--- config.mk ---
export PLATFORM = sky130hd
export DESIGN_NAME = dash_pattern_segmenter
export DESIGN_NICKNAME = d
export VERILOG_FILES = /design/src/rtl/core/dps_pkg.sv /design/src/rtl/core/dps_datapath.sv /design/src/rtl/core/dps_ctrl.sv /design/src/rtl/core/dash_pattern_segmenter.sv
export SDC_FILE = /design/constraint.sdc
export NUM_CORES = 1
export LEC_CHECK = 0
export ABC_AREA = 1
export BUFFER_PORTS_ARGS = -buffer_cell sky130_fd_sc_hd__clkbuf_2
export CAP_MARGIN = 15
export CORE_ASPECT_RATIO = 1.5
export CORE_UTILIZATION = 30
export CTS_CLUSTER_SIZE = 30
export DETAILED_ROUTE_END_ITERATION = 6
export GPL_ROUTABILITY_DRIVEN = 0
export PLACE_DENSITY = 0.48
export RECOVER_POWER = 100
export SLEW_MARGIN = 15
export SYNTH_ARGS = -nofsm -noshare
export SYNTH_HDL_FRONTEND = slang
export SYNTH_SLANG_ARGS = --single-unit
--- constraint.sdc ---
create_clock -name i_clk -period 7.6 [get_ports i_clk]
set_clock_uncertainty 0.1 [all_clocks]
set_input_delay 0.76 -clock i_clk [delete_from_list [all_inputs] [get_ports i_clk]]
set_output_delay 0.76 -clock i_clk [all_outputs]
set_load 0.02 [all_outputs]
--- src/rtl/core/dps_pkg.sv ---
`timescale 1ns / 1ps
// ----------------------------------------------------------------------------
// dps_pkg: shared types and constants of the dash pattern segmenter
// payload words, controller/datapath command and status, pattern codes and
// the fixed scale factors of the dash and space lengths
// ----------------------------------------------------------------------------
package dps_pkg;

    // pattern codes
    localparam logic [2:0] PAT_NONE         = 3'd0;
    localparam logic [2:0] PAT_DOTTED       = 3'd1;
    localparam logic [2:0] PAT_DASH         = 3'd2;
    localparam logic [2:0] PAT_LONG_DASH    = 3'd3;
    localparam logic [2:0] PAT_DASH_DOT     = 3'd4;
    localparam logic [2:0] PAT_DASH_DOT_DOT = 3'd5;

    // configuration register indexes
    localparam int          CFG_IDX_W = 1;
    localparam int          CFG_W     = 13;
    localparam logic [0:0]  CFG_DPI_X = 1'b0;
    localparam logic [0:0]  CFG_DPI_Y = 1'b1;
    localparam logic [12:0] DPI_X_RESET = 13'd96;

    // lengths in hundredths of a millimetre
    localparam logic [7:0] MM_LONG_DASH  = 8'd200;
    localparam logic [7:0] MM_LONG_SPACE = 8'd100;
    localparam logic [7:0] MM_DASH       = 8'd100;
    localparam logic [7:0] MM_SPACE      = 8'd50;

    // minimum dash lengths in dot widths
    localparam logic [2:0] DASH_MIN_LONG = 3'd6;
    localparam logic [2:0] DASH_MIN      = 3'd4;

    // (mm100 * dpi + 1270) / 2540 by reciprocal: exact for numerators below 2^21
    localparam int          NUM_W       = 21;
    localparam int          RECIP_W     = 23;
    localparam int          PROD_W      = NUM_W + RECIP_W;
    localparam int          SCALE_SHIFT = 34;
    localparam int          QUO_W       = PROD_W - SCALE_SHIFT;
    localparam logic [20:0] SCALE_ROUND = 21'd1270;
    localparam logic [22:0] SCALE_RECIP = 23'd6763729;

    // internal widths
    localparam int LEN_W  = 16;
    localparam int LEFT_W = 18;
    localparam int SEG_W  = 11;
    localparam int ADV_W  = 12;

    typedef struct packed {
        logic [15:0] line_length;
        logic [2:0]  pattern;
        logic [7:0]  line_height;
    } t_seg_req;

    typedef struct packed {
        logic [15:0] seg_start;
        logic [15:0] seg_length;
        logic        last;
        logic        truncated;
    } t_seg_word;

    typedef struct packed {
        logic load;
        logic num_en;
        logic num_sel_space;
        logic mul_en;
        logic dash_en;
        logic space_en;
        logic step;
        logic out_load;
        logic out_last;
        logic out_trunc;
    } t_dp_cmd;

    typedef struct packed {
        logic emit;
        logic cap;
        logic pend;
    } t_dp_status;

endpackage

--- src/rtl/core/dps_datapath.sv ---
`timescale 1ns / 1ps
// ----------------------------------------------------------------------------
// dps_datapath: segment datapath of the dash pattern segmenter
// dash/space scaling through two shared multipliers, the segment walker with
// its pending segment, the dpi register and the output word register
// ----------------------------------------------------------------------------
module dps_datapath
    import dps_pkg::*;
#(
    parameter int MAX_SEGMENTS = 64
) (
    input  logic                 i_clk,
    input  logic                 i_rst_n,
    input  logic                 i_cfg_we,
    input  logic [CFG_IDX_W-1:0] i_cfg_idx,
    input  logic [CFG_W-1:0]     i_cfg_wdata,
    input  t_seg_req             i_in_word,
    input  t_dp_cmd              i_cmd,
    output t_dp_status           o_status,
    output t_seg_word            o_out_word
);

    localparam int CNT_W = $clog2(MAX_SEGMENTS + 1);

    typedef enum logic [1:0] {
        PH_DOT1,
        PH_DOT2,
        PH_DASH
    } t_phase;

    logic [CFG_W-1:0]   r_dpi_x;
    logic [LEN_W-1:0]   r_end;
    logic [2:0]         r_pat;
    logic [7:0]         r_dot;
    logic [SEG_W-1:0]   r_dash;
    logic [SEG_W-1:0]   r_space;
    logic [NUM_W-1:0]   r_num;
    logic [PROD_W-1:0]  r_prod;
    logic [LEFT_W-1:0]  r_left;
    t_phase             r_phase;
    logic [CNT_W-1:0]   r_count;
    logic [LEN_W-1:0]   r_pend_start;
    logic [LEN_W-1:0]   r_pend_len;
    logic               r_pend_valid;
    t_seg_word          r_out_word;

    logic               is_long;
    logic [7:0]         mm_sel;
    logic [QUO_W-1:0]   quo;
    logic [SEG_W-1:0]   quo_ext;
    logic [SEG_W-1:0]   dash_min;
    logic [SEG_W-1:0]   space_min;
    logic [8:0]         two_d;
    logic               lt_end;
    logic               le_end;
    logic               step_emit;
    logic [SEG_W-1:0]   step_w;
    logic [ADV_W-1:0]   step_adv;
    t_phase             n_phase;
    logic [LEN_W-1:0]   rem;
    logic [LEN_W-1:0]   seg_len;
    logic               cap;

    assign is_long = (r_pat == PAT_LONG_DASH);
    assign mm_sel  = is_long ? (i_cmd.num_sel_space ? MM_LONG_SPACE : MM_LONG_DASH)
                             : (i_cmd.num_sel_space ? MM_SPACE : MM_DASH);
    assign quo     = r_prod[SCALE_SHIFT +: QUO_W];
    assign quo_ext = SEG_W'(quo);

    // 6d or 4d for the dash, 2d or floor(1.5d) for the space
    assign dash_min  = is_long ? SEG_W'(r_dot) * SEG_W'(DASH_MIN_LONG)
                               : SEG_W'(r_dot) * SEG_W'(DASH_MIN);
    assign space_min = is_long ? SEG_W'({r_dot, 1'b0})
                               : SEG_W'(r_dot) + SEG_W'(r_dot[7:1]);

    assign two_d  = {r_dot, 1'b0};
    assign lt_end = (r_left < LEFT_W'(r_end));
    assign le_end = (r_left <= LEFT_W'(r_end));

    always_comb begin
        step_emit = 1'b0;
        step_w    = '0;
        step_adv  = '0;
        n_phase   = r_phase;
        case (r_pat) inside
            PAT_DOTTED: begin
                step_emit = lt_end;
                step_w    = SEG_W'(r_dot);
                step_adv  = ADV_W'(two_d);
            end
            PAT_DASH, PAT_LONG_DASH: begin
                step_emit = lt_end;
                step_w    = r_dash;
                step_adv  = ADV_W'(r_dash) + ADV_W'(r_space);
            end
            PAT_DASH_DOT, PAT_DASH_DOT_DOT: begin
                case (r_phase)
                    PH_DOT1: begin
                        step_emit = lt_end;
                        step_w    = SEG_W'(r_dot);
                        step_adv  = ADV_W'(two_d);
                        n_phase   = (r_pat == PAT_DASH_DOT_DOT) ? PH_DOT2 : PH_DASH;
                    end
                    PH_DOT2: begin
                        step_emit = le_end;
                        step_w    = SEG_W'(r_dot);
                        step_adv  = ADV_W'(two_d);
                        n_phase   = PH_DASH;
                    end
                    PH_DASH: begin
                        step_emit = le_end;
                        step_w    = r_dash;
                        step_adv  = ADV_W'(r_dash) + ADV_W'(r_dot);
                        n_phase   = PH_DOT1;
                    end
                    default: begin
                        step_emit = 1'b0;
                    end
                endcase
            end
            default: begin
                step_emit = 1'b0;
            end
        endcase
    end

    // left never passes the line end when a segment is emitted
    assign rem     = r_end - r_left[LEN_W-1:0];
    assign seg_len = (LEN_W'(step_w) > rem) ? rem : LEN_W'(step_w);
    assign cap     = (r_count == CNT_W'(MAX_SEGMENTS));

    always_ff @(posedge i_clk) begin
        if (!i_rst_n) begin
            r_dpi_x      <= DPI_X_RESET;
            r_pend_valid <= 1'b0;
            r_count      <= '0;
        end else begin
            if (i_cfg_we && (i_cfg_idx == CFG_DPI_X)) begin
                r_dpi_x <= i_cfg_wdata;
            end
            if (i_cmd.load) begin
                r_pend_valid <= 1'b0;
                r_count      <= '0;
            end else if (i_cmd.step && step_emit && !cap) begin
                r_pend_valid <= 1'b1;
                r_count      <= r_count + CNT_W'(1);
            end
        end
    end

    always_ff @(posedge i_clk) begin
        if (i_cmd.load) begin
            r_end   <= i_in_word.line_length;
            r_pat   <= i_in_word.pattern;
            r_dot   <= (i_in_word.line_height == 8'd0) ? 8'd1 : i_in_word.line_height;
            r_left  <= '0;
            r_phase <= PH_DOT1;
        end else if (i_cmd.step && step_emit && !cap) begin
            r_left       <= r_left + LEFT_W'(step_adv);
            r_phase      <= n_phase;
            r_pend_start <= r_left[LEN_W-1:0];
            r_pend_len   <= seg_len;
        end
        if (i_cmd.num_en) begin
            r_num <= NUM_W'(mm_sel) * NUM_W'(r_dpi_x) + SCALE_ROUND;
        end
        if (i_cmd.mul_en) begin
            r_prod <= PROD_W'(r_num) * PROD_W'(SCALE_RECIP);
        end
        if (i_cmd.dash_en) begin
            r_dash <= (quo_ext < dash_min) ? dash_min : quo_ext;
        end
        if (i_cmd.space_en) begin
            r_space <= (quo_ext < space_min) ? space_min : quo_ext;
        end
        if (i_cmd.out_load) begin
            r_out_word.seg_start  <= r_pend_start;
            r_out_word.seg_length <= r_pend_len;
            r_out_word.last       <= i_cmd.out_last;
            r_out_word.truncated  <= i_cmd.out_trunc;
        end
    end

    assign o_status.emit = step_emit;
    assign o_status.cap  = cap;
    assign o_status.pend = r_pend_valid;
    assign o_out_word    = r_out_word;

endmodule

--- src/rtl/core/dps_ctrl.sv ---
`timescale 1ns / 1ps
// ----------------------------------------------------------------------------
// dps_ctrl: controller of the dash pattern segmenter
// sequences the scale steps, then walks the segments one per cycle while the
// output register is free, and owns the output valid
// ----------------------------------------------------------------------------
module dps_ctrl
    import dps_pkg::*;
(
    input  logic       i_clk,
    input  logic       i_rst_n,
    input  logic       i_in_valid,
    output logic       o_in_ready,
    output logic       o_out_valid,
    input  logic       i_out_ready,
    input  t_dp_status i_status,
    output t_dp_cmd    o_cmd
);

    typedef enum logic [2:0] {
        S_IDLE,
        S_NUM,
        S_MUL,
        S_DIV_DASH,
        S_DIV_SPACE,
        S_RUN
    } t_state;

    t_state  r_state;
    t_state  n_state;
    logic    r_out_valid;
    logic    out_free;
    t_dp_cmd cmd;

    assign out_free = !r_out_valid || i_out_ready;

    always_comb begin
        cmd     = '0;
        n_state = r_state;
        unique case (r_state)
            S_IDLE: begin
                cmd.load = i_in_valid;
                if (i_in_valid) begin
                    n_state = S_NUM;
                end
            end
            S_NUM: begin
                cmd.num_en = 1'b1;
                n_state    = S_MUL;
            end
            S_MUL: begin
                cmd.mul_en        = 1'b1;
                cmd.num_en        = 1'b1;
                cmd.num_sel_space = 1'b1;
                n_state           = S_DIV_DASH;
            end
            S_DIV_DASH: begin
                cmd.dash_en = 1'b1;
                cmd.mul_en  = 1'b1;
                n_state     = S_DIV_SPACE;
            end
            S_DIV_SPACE: begin
                cmd.space_en = 1'b1;
                n_state      = S_RUN;
            end
            S_RUN: begin
                if (out_free) begin
                    cmd.step = 1'b1;
                    if (!i_status.emit) begin
                        // run over: flush the pending segment as last
                        cmd.out_load = i_status.pend;
                        cmd.out_last = 1'b1;
                        n_state      = S_IDLE;
                    end else if (i_status.cap) begin
                        cmd.out_load  = 1'b1;
                        cmd.out_last  = 1'b1;
                        cmd.out_trunc = 1'b1;
                        n_state       = S_IDLE;
                    end else begin
                        cmd.out_load = i_status.pend;
                    end
                end
            end
            default: begin
                n_state = S_IDLE;
            end
        endcase
    end

    always_ff @(posedge i_clk) begin
        if (!i_rst_n) begin
            r_state     <= S_IDLE;
            r_out_valid <= 1'b0;
        end else begin
            r_state <= n_state;
            if (cmd.out_load) begin
                r_out_valid <= 1'b1;
            end else if (i_out_ready) begin
                r_out_valid <= 1'b0;
            end
        end
    end

    // nothing is taken while reset is held
    assign o_in_ready  = (r_state == S_IDLE) && i_rst_n;
    assign o_out_valid = r_out_valid;
    assign o_cmd       = cmd;

endmodule

--- src/rtl/core/dash_pattern_segmenter.sv ---
`timescale 1ns / 1ps
// ----------------------------------------------------------------------------
// dash_pattern_segmenter: splits one decoration line into drawn segments
// takes a line request (length, pattern, thickness) and emits its dotted,
// dash, long dash, dash-dot or dash-dot-dot segments as start and length
// ----------------------------------------------------------------------------
// One request is worked on at a time. After a request word is taken, the
// states NUM, MUL, DIV_DASH and DIV_SPACE scale the dash and space lengths
// from dpi_x through two shared multipliers (mm by dpi_x, then by the
// reciprocal of 2540, rounded to nearest), then the segment walker takes
// one step per cycle while the output side keeps up. From one taken word to
// the next the input is busy through the scale states, the walk steps, one
// closing step that hands out the final word, and the idle cycle that takes
// the next request; a capped run closes on its cap step. Pattern none,
// codes 6 and 7 and a zero line length give no words. The walker holds each
// segment back one step so that the final word can carry last, and
// truncated when the run hit the segment cap. The dot width is the line
// height (raised to 1). dpi_y is accepted on the config port but has no
// effect, since it cancels in the dot width. The walker stalls while a
// segment word waits unaccepted in the output register.
// ----------------------------------------------------------------------------
module dash_pattern_segmenter
    import dps_pkg::*;
#(
    parameter int MAX_SEGMENTS = 64
) (
    input  logic                 i_clk,
    input  logic                 i_rst_n,
    // configuration writes: index 0 dpi_x, index 1 dpi_y
    input  logic                 i_cfg_we,
    input  logic [CFG_IDX_W-1:0] i_cfg_idx,
    input  logic [CFG_W-1:0]     i_cfg_wdata,
    // request word
    input  logic                 i_in_valid,
    output logic                 o_in_ready,
    input  t_seg_req             i_in_word,
    // segment word
    output logic                 o_out_valid,
    input  logic                 i_out_ready,
    output t_seg_word            o_out_word
);

    t_dp_cmd    dp_cmd;
    t_dp_status dp_status;

    // controller: scale sequence, segment walk and output valid
    dps_ctrl u_ctrl (
        .i_clk       (i_clk),
        .i_rst_n     (i_rst_n),
        .i_in_valid  (i_in_valid),
        .o_in_ready  (o_in_ready),
        .o_out_valid (o_out_valid),
        .i_out_ready (i_out_ready),
        .i_status    (dp_status),
        .o_cmd       (dp_cmd)
    );

    // datapath: dpi register, scaling, segment walker and output word
    dps_datapath #(
        .MAX_SEGMENTS (MAX_SEGMENTS)
    ) u_datapath (
        .i_clk       (i_clk),
        .i_rst_n     (i_rst_n),
        .i_cfg_we    (i_cfg_we),
        .i_cfg_idx   (i_cfg_idx),
        .i_cfg_wdata (i_cfg_wdata),
        .i_in_word   (i_in_word),
        .i_cmd       (dp_cmd),
        .o_status    (dp_status),
        .o_out_word  (o_out_word)
    );

endmodule
# Word level (Yosys, flattened, before mapping)
# Cells that the tools add are included.
# op_classes
addsub,7
n_lt_le_gt_ge,5
reduce_logical,24
n_mux,41
n_mul,3
n_bitwise,5
n_eq_ne,16
# op_table
operator,n
11-bit 2-to-1 mux,5
"21-bit by 23-bit multiplier with 44-bit output, second input constant",1
12-bit 2-to-1 mux,3
12-bit one-hot mux with 2 select lines,1
10-bit by 11-bit < comparator with 1-bit output,2
11-bit one-hot mux with 2 select lines,1
"21-bit by 11-bit adder with 21-bit output, second input constant",1
8-bit by 13-bit multiplier with 21-bit output,1
10-bit 2-to-1 mux,2
18-bit by 12-bit adder with 18-bit output,1
18-bit by 16-bit <= comparator with 1-bit output,1
18-bit by 16-bit < comparator with 1-bit output,1
3-bit one-hot mux with 6 select lines,1
11-bit by 16-bit greater-than comparator with 1-bit output,1
8-bit 2-to-1 mux,2
16-bit subtractor,1
2-bit OR reduction,7
1-bit 2-to-1 mux,13
11-bit by 11-bit adder with 12-bit output,1
11-bit by 8-bit adder with 12-bit output,1
"3-bit by 2-bit == test with 1-bit output, second input constant",4
"3-bit == test, second input constant",4
3-bit 2-to-1 mux,4
"8-bit by 2-bit multiplier with 10-bit output, second input constant",1
27 further kinds,41
# totals
regBits,225
word_cells,124
in_bits,46
out_inout_bits,36

# Depth between registers and ports, before layout
# depth
ltp_word,12
depth_mapped,27
mapped_depth_nobuf,26

# Modules after synthesis
# From an unflattened synthesis, not the netlist that was laid out.
# unflattened
cells_unflattened,2501
area_unflattened_um2,21869.7
# modules_own_cells
module,seq_area_each_um2,instances,area_per_inst_um2,cells_each
dps_datapath,5144.9,1,21600.7,2453
dps_ctrl,80.1,1,269.0,48

# Least setup slack after synthesis
# Ideal clock, no wire load.
# synth_timing
path_type,register to register
startpoint,register u_ctrl.r_state[1]
endpoint,register u_datapath.r_num[18] (data pin)
synth_period_minus_slack_ns,5.700
path_stages_with_launch,23
t_arrival_ns,5.342
setup_time_ns,0.259
t_required_ns,7.241
n_path_buf,1
path_slack_ns,1.900
cell_sequence,dfxtp_1 > inv_1 > nor2_1 > inv_1 > nor2_1 > inv_1 > ha_1 > clkbuf_1 > inv_1 > nand2_1 > fa_1 > fa_1 > fa_1 > inv_1 > fa_1 > ha_1 > nand2_1 > o211ai_1 > nand2_1 > o21ai_0 > a21oi_1 > o211ai_1 > nand2_1
# synth_via
elab_chain_cells,6
word_cells_on_any_way,7
cone_classes,add/sub (1); mul (1); eq/ne (1); mux (4)
# synth_rtl
item,line_no,rtl
start: declaration,dps_ctrl.sv:29,t_state r_state;
start signal: assignment,dps_ctrl.sv:95,r_state <= n_state;
3-bit by 2-bit == test with 1-bit output *,dps_ctrl.sv:40,unique case (r_state)
1-bit 2-to-1 mux *,dps_ctrl.sv:40,
7-bit 2-to-1 mux or 8-bit 2-to-1 mux (tied branches),"dps_datapath.sv:66, dps_datapath.sv:65",
8-bit 2-to-1 mux *,dps_datapath.sv:65,assign mm_sel = is_long ? (i_cmd.num_sel_space ? MM_LONG_SPACE : MM_LONG_DASH)
8-bit by 13-bit multiplier with 21-bit output *,dps_datapath.sv:165,r_num <= NUM_W'(mm_sel) * NUM_W'(r_dpi_x) + SCALE_ROUND;
21-bit by 11-bit adder with 21-bit output *,dps_datapath.sv:165,
end signal: assignment,dps_datapath.sv:165,
end: declaration,dps_datapath.sv:37,logic [NUM_W-1:0] r_num;
# Mark *: on every way between the ends. The rest lies on a longest branch, timed or not.
# A chain may end at the register's enable or synchronous reset.

# Worst setup path after layout
# Same ends and word-level chain as after synthesis.

==> metrics.txt <==
CTS clk-pin slew, worst paths approximately 0.07 ns; vias in the first global route about 18,000; htree depth 4; ant diodes 0; drt wl/cell roughly 17 um; count of final hold-check violations 0; WHS Endpoint u_datapath.o_out_word[18]; Final Max Slew Viols about 110; number of buffers added on ports 81; Critical Path RT about 7.8 ns; DR DRC count 0; worst r2r dst u_datapath.r_num[18]; FF-to-FF Start u_ctrl.r_state[1]; RSZ-0062 raised after global routing false; Starting Density 30.47%; # rows 120; R2R setup slack 1.12 ns; fin worst setup slack 1.122 ns; DRT iter0 DRCs 847; largest area contributor in the netlist ha_1; worst r2r path cells 20; height of the chip 332.7 um; fin crit period between 6 and 7 ns; Vias/cell 4.753; register area share after synthesis 23.89%; most frequent cells after synthesis inv_1, nand2_1, ha_1; synth unique cells between 50 and 60; clk sinks approximately 190; worst-path fanout max 13; FFs w/ async S/R, synth 0%; Die W 222.4 um; io pins 82; post-synthesis cell count 2,513; final period utilization 85.23%; relative slew slack -69.74%; Yosys Warn Count 0; crit path launch type flip-flop; Synth area leaders ha_1, edfxtp_1, fa_1, inv_1, nand2_1; largest net degree at the start of global routing 40; DR pass1 iterations 5; max cap viols 3; grt ovf 0; detailed placement HPWL approximately 51 mm; DRT antenna net count 0; max incr delay on CP roughly 0.59 ns; Worst setup EP type flip-flop; CTS Hold Bufs 0; post-CTS setup buffer count 0; initial antenna violation count 0; Bufs on Longest Clock Path 2; Inserted Clock Buffers 17; CTS tree yes; Post-synth EDFFs 144; Sum Neg Setup Slack 0 ns; share of cells above drive strength 1 3.876%; slowest CP cell ha_1; global-route wire length before repair 94.18 mm; critical path type flip-flop to flip-flop; violated checks max-capacitance violations, max-slew violations; Peak Freq 154.4 MHz; Worst Hold Path Cells 0; vias post-DR 16,735; Final setup viols 0; GRT Overall Usage 16.60%; die area 74,000 um^2; synthesized area per cell 8.702 um^2; post_cts resized 0; Post-Syn Area 21,870 um^2; worst slew pin tran 2.546 ns; CTS root buf clkbuf_16; Cell Chain, Critical Path inv_1, nor2_1, clkbuf_1, inv_1, nor2_1, ha_1, nand2_1, fa_1, fa_1, fa_1, inv_1, fa_1, ha_1, nand2_1, o211ai_1, nand2_1, o21ai_0, a21oi_1, o211ai_1, nand2_1; final net count 3,206; P&R area growth vs syn 8.571%; most instantiated library cell after synthesis inv_1; DRT Wirelength 59.40 mm; Core Area 71,770 um^2; status finished with violations; Hold Path Class flip-flop to flip-flop; top cell type's share of synthesized area about 20%; Worst-Skew Late Latency 0.49 ns; pre-CTS setup slack 1.262 ns; critical path data arrival time 6.62 ns; Hold Startpoint u_datapath.r_pend_start[0]; Post-synth top flop edfxtp_1; Seq cells post-synth roughly 190
cell usage in the layout (no fill, tap or decap), types with 10 or more instances in the layout:
cell type / instances
a21o_1: 12
a21oi_1: 151
a31oi_1: 10
clkbuf_1: 52
clkbuf_16: 17
clkbuf_2: 34
dfxtp_1: 45
edfxtp_1: 144
fa_1: 210
ha_1: 357
inv_1: 528
nand2_1: 461
nand3_1: 100
nand4_1: 18
nor2_1: 157
nor3_1: 21
o211ai_1: 12
o21ai_0: 106
xnor2_1: 21
xor2_1: 39
worst max-delay path: cells and delay by family, from the launching register on:
family	cells	cell delay, ns
fa+ha+maj	6	3.00
compound gates	4	1.09
simple gates	6	0.87
buf+inv	4	0.80
flops	1	0.39
sequential cells by signal (all words and copies together) (netlist names), 7 cells and up:
name                     count
u_datapath.r_count           7
u_datapath.r_dot             8
u_datapath.r_pend_len       16
u_datapath.r_dpi_x          13
u_datapath.r_prod           10
u_datapath.r_end            16
u_datapath.o_out_word       34
u_datapath.r_dash           11
u_datapath.r_num            20
u_datapath.r_left           18
u_datapath.r_pend_start     16
u_datapath.r_space          10
final cells by class:
cell class / instances / area, um^2
fillers: 7539 / 48030
repair buffers: 89 / 391.6
well taps: 915 / 1145
clock inverters: 14 / 122.6
multi-input cells: 1759 / 14410
flip-flops and latches: 189 / 5225
inverters: 537 / 2016
clock buffers: 18 / 429.2
metal layers:
layer | GRT usage, % | share of wire (%)
met5 | 0 | 0
met4 | 7.660 | 4.4
met3 | 2.173 | 2.6
met2 | 33.06 | 56
met1 | 16.76 | 37
worst max-delay path by stage:
stage	start	end	cells past startpoint
after global routing	u_ctrl.r_state[1]	u_datapath.r_num[18]	20
after global placement	u_datapath.r_pat[2]	u_datapath.r_num[17]	23
after detailed placement	u_datapath.r_pat[2]	u_datapath.r_num[18]	21
final	u_ctrl.r_state[1]	u_datapath.r_num[18]	20
after CTS	u_datapath.r_pat[2]	u_datapath.r_num[17]	23
after floorplan	u_ctrl.r_state[1]	u_datapath.r_num[18]	22
logic make-up (layout without fill, tap and decap cells):
| kind of cell | count (synthesis) | in the layout | synth area share, % |
|---|---|---|---|
| XOR/XNOR | 60 | 60 | 2.403 |
| multiplexers | 1 | 1 | 0.04578 |
| other | 1 | 5 | 0.01715 |
| AND/OR/NAND/NOR | 797 | 797 | 15.59 |
| adder cells (fa/ha/maj) | 567 | 567 | 39.65 |
| AO/OA/AOI/OAI | 329 | 329 | 8.400 |
| buffers and inverters | 569 | 658 | 10.00 |
| flip-flops | 189 | 189 | 23.89 |
metrics by stage:
stage,hold WS [ns],instances,utilization [%],cell area [um^2]
3_3_place_gp,0.3017,3489,32.51,23330
6_report,0.3212,3521,33.08,23740
3_5_place_dp,0.3045,3489,32.51,23330
5_1_grt,0.3102,3521,33.08,23740
4_1_cts,0.2944,3521,33.28,23880
2_1_floorplan,0.3003,2517,-,21880
Power is not shown: default switching activity piles up to over one toggle a cycle in this logic, so the estimate is an artifact.
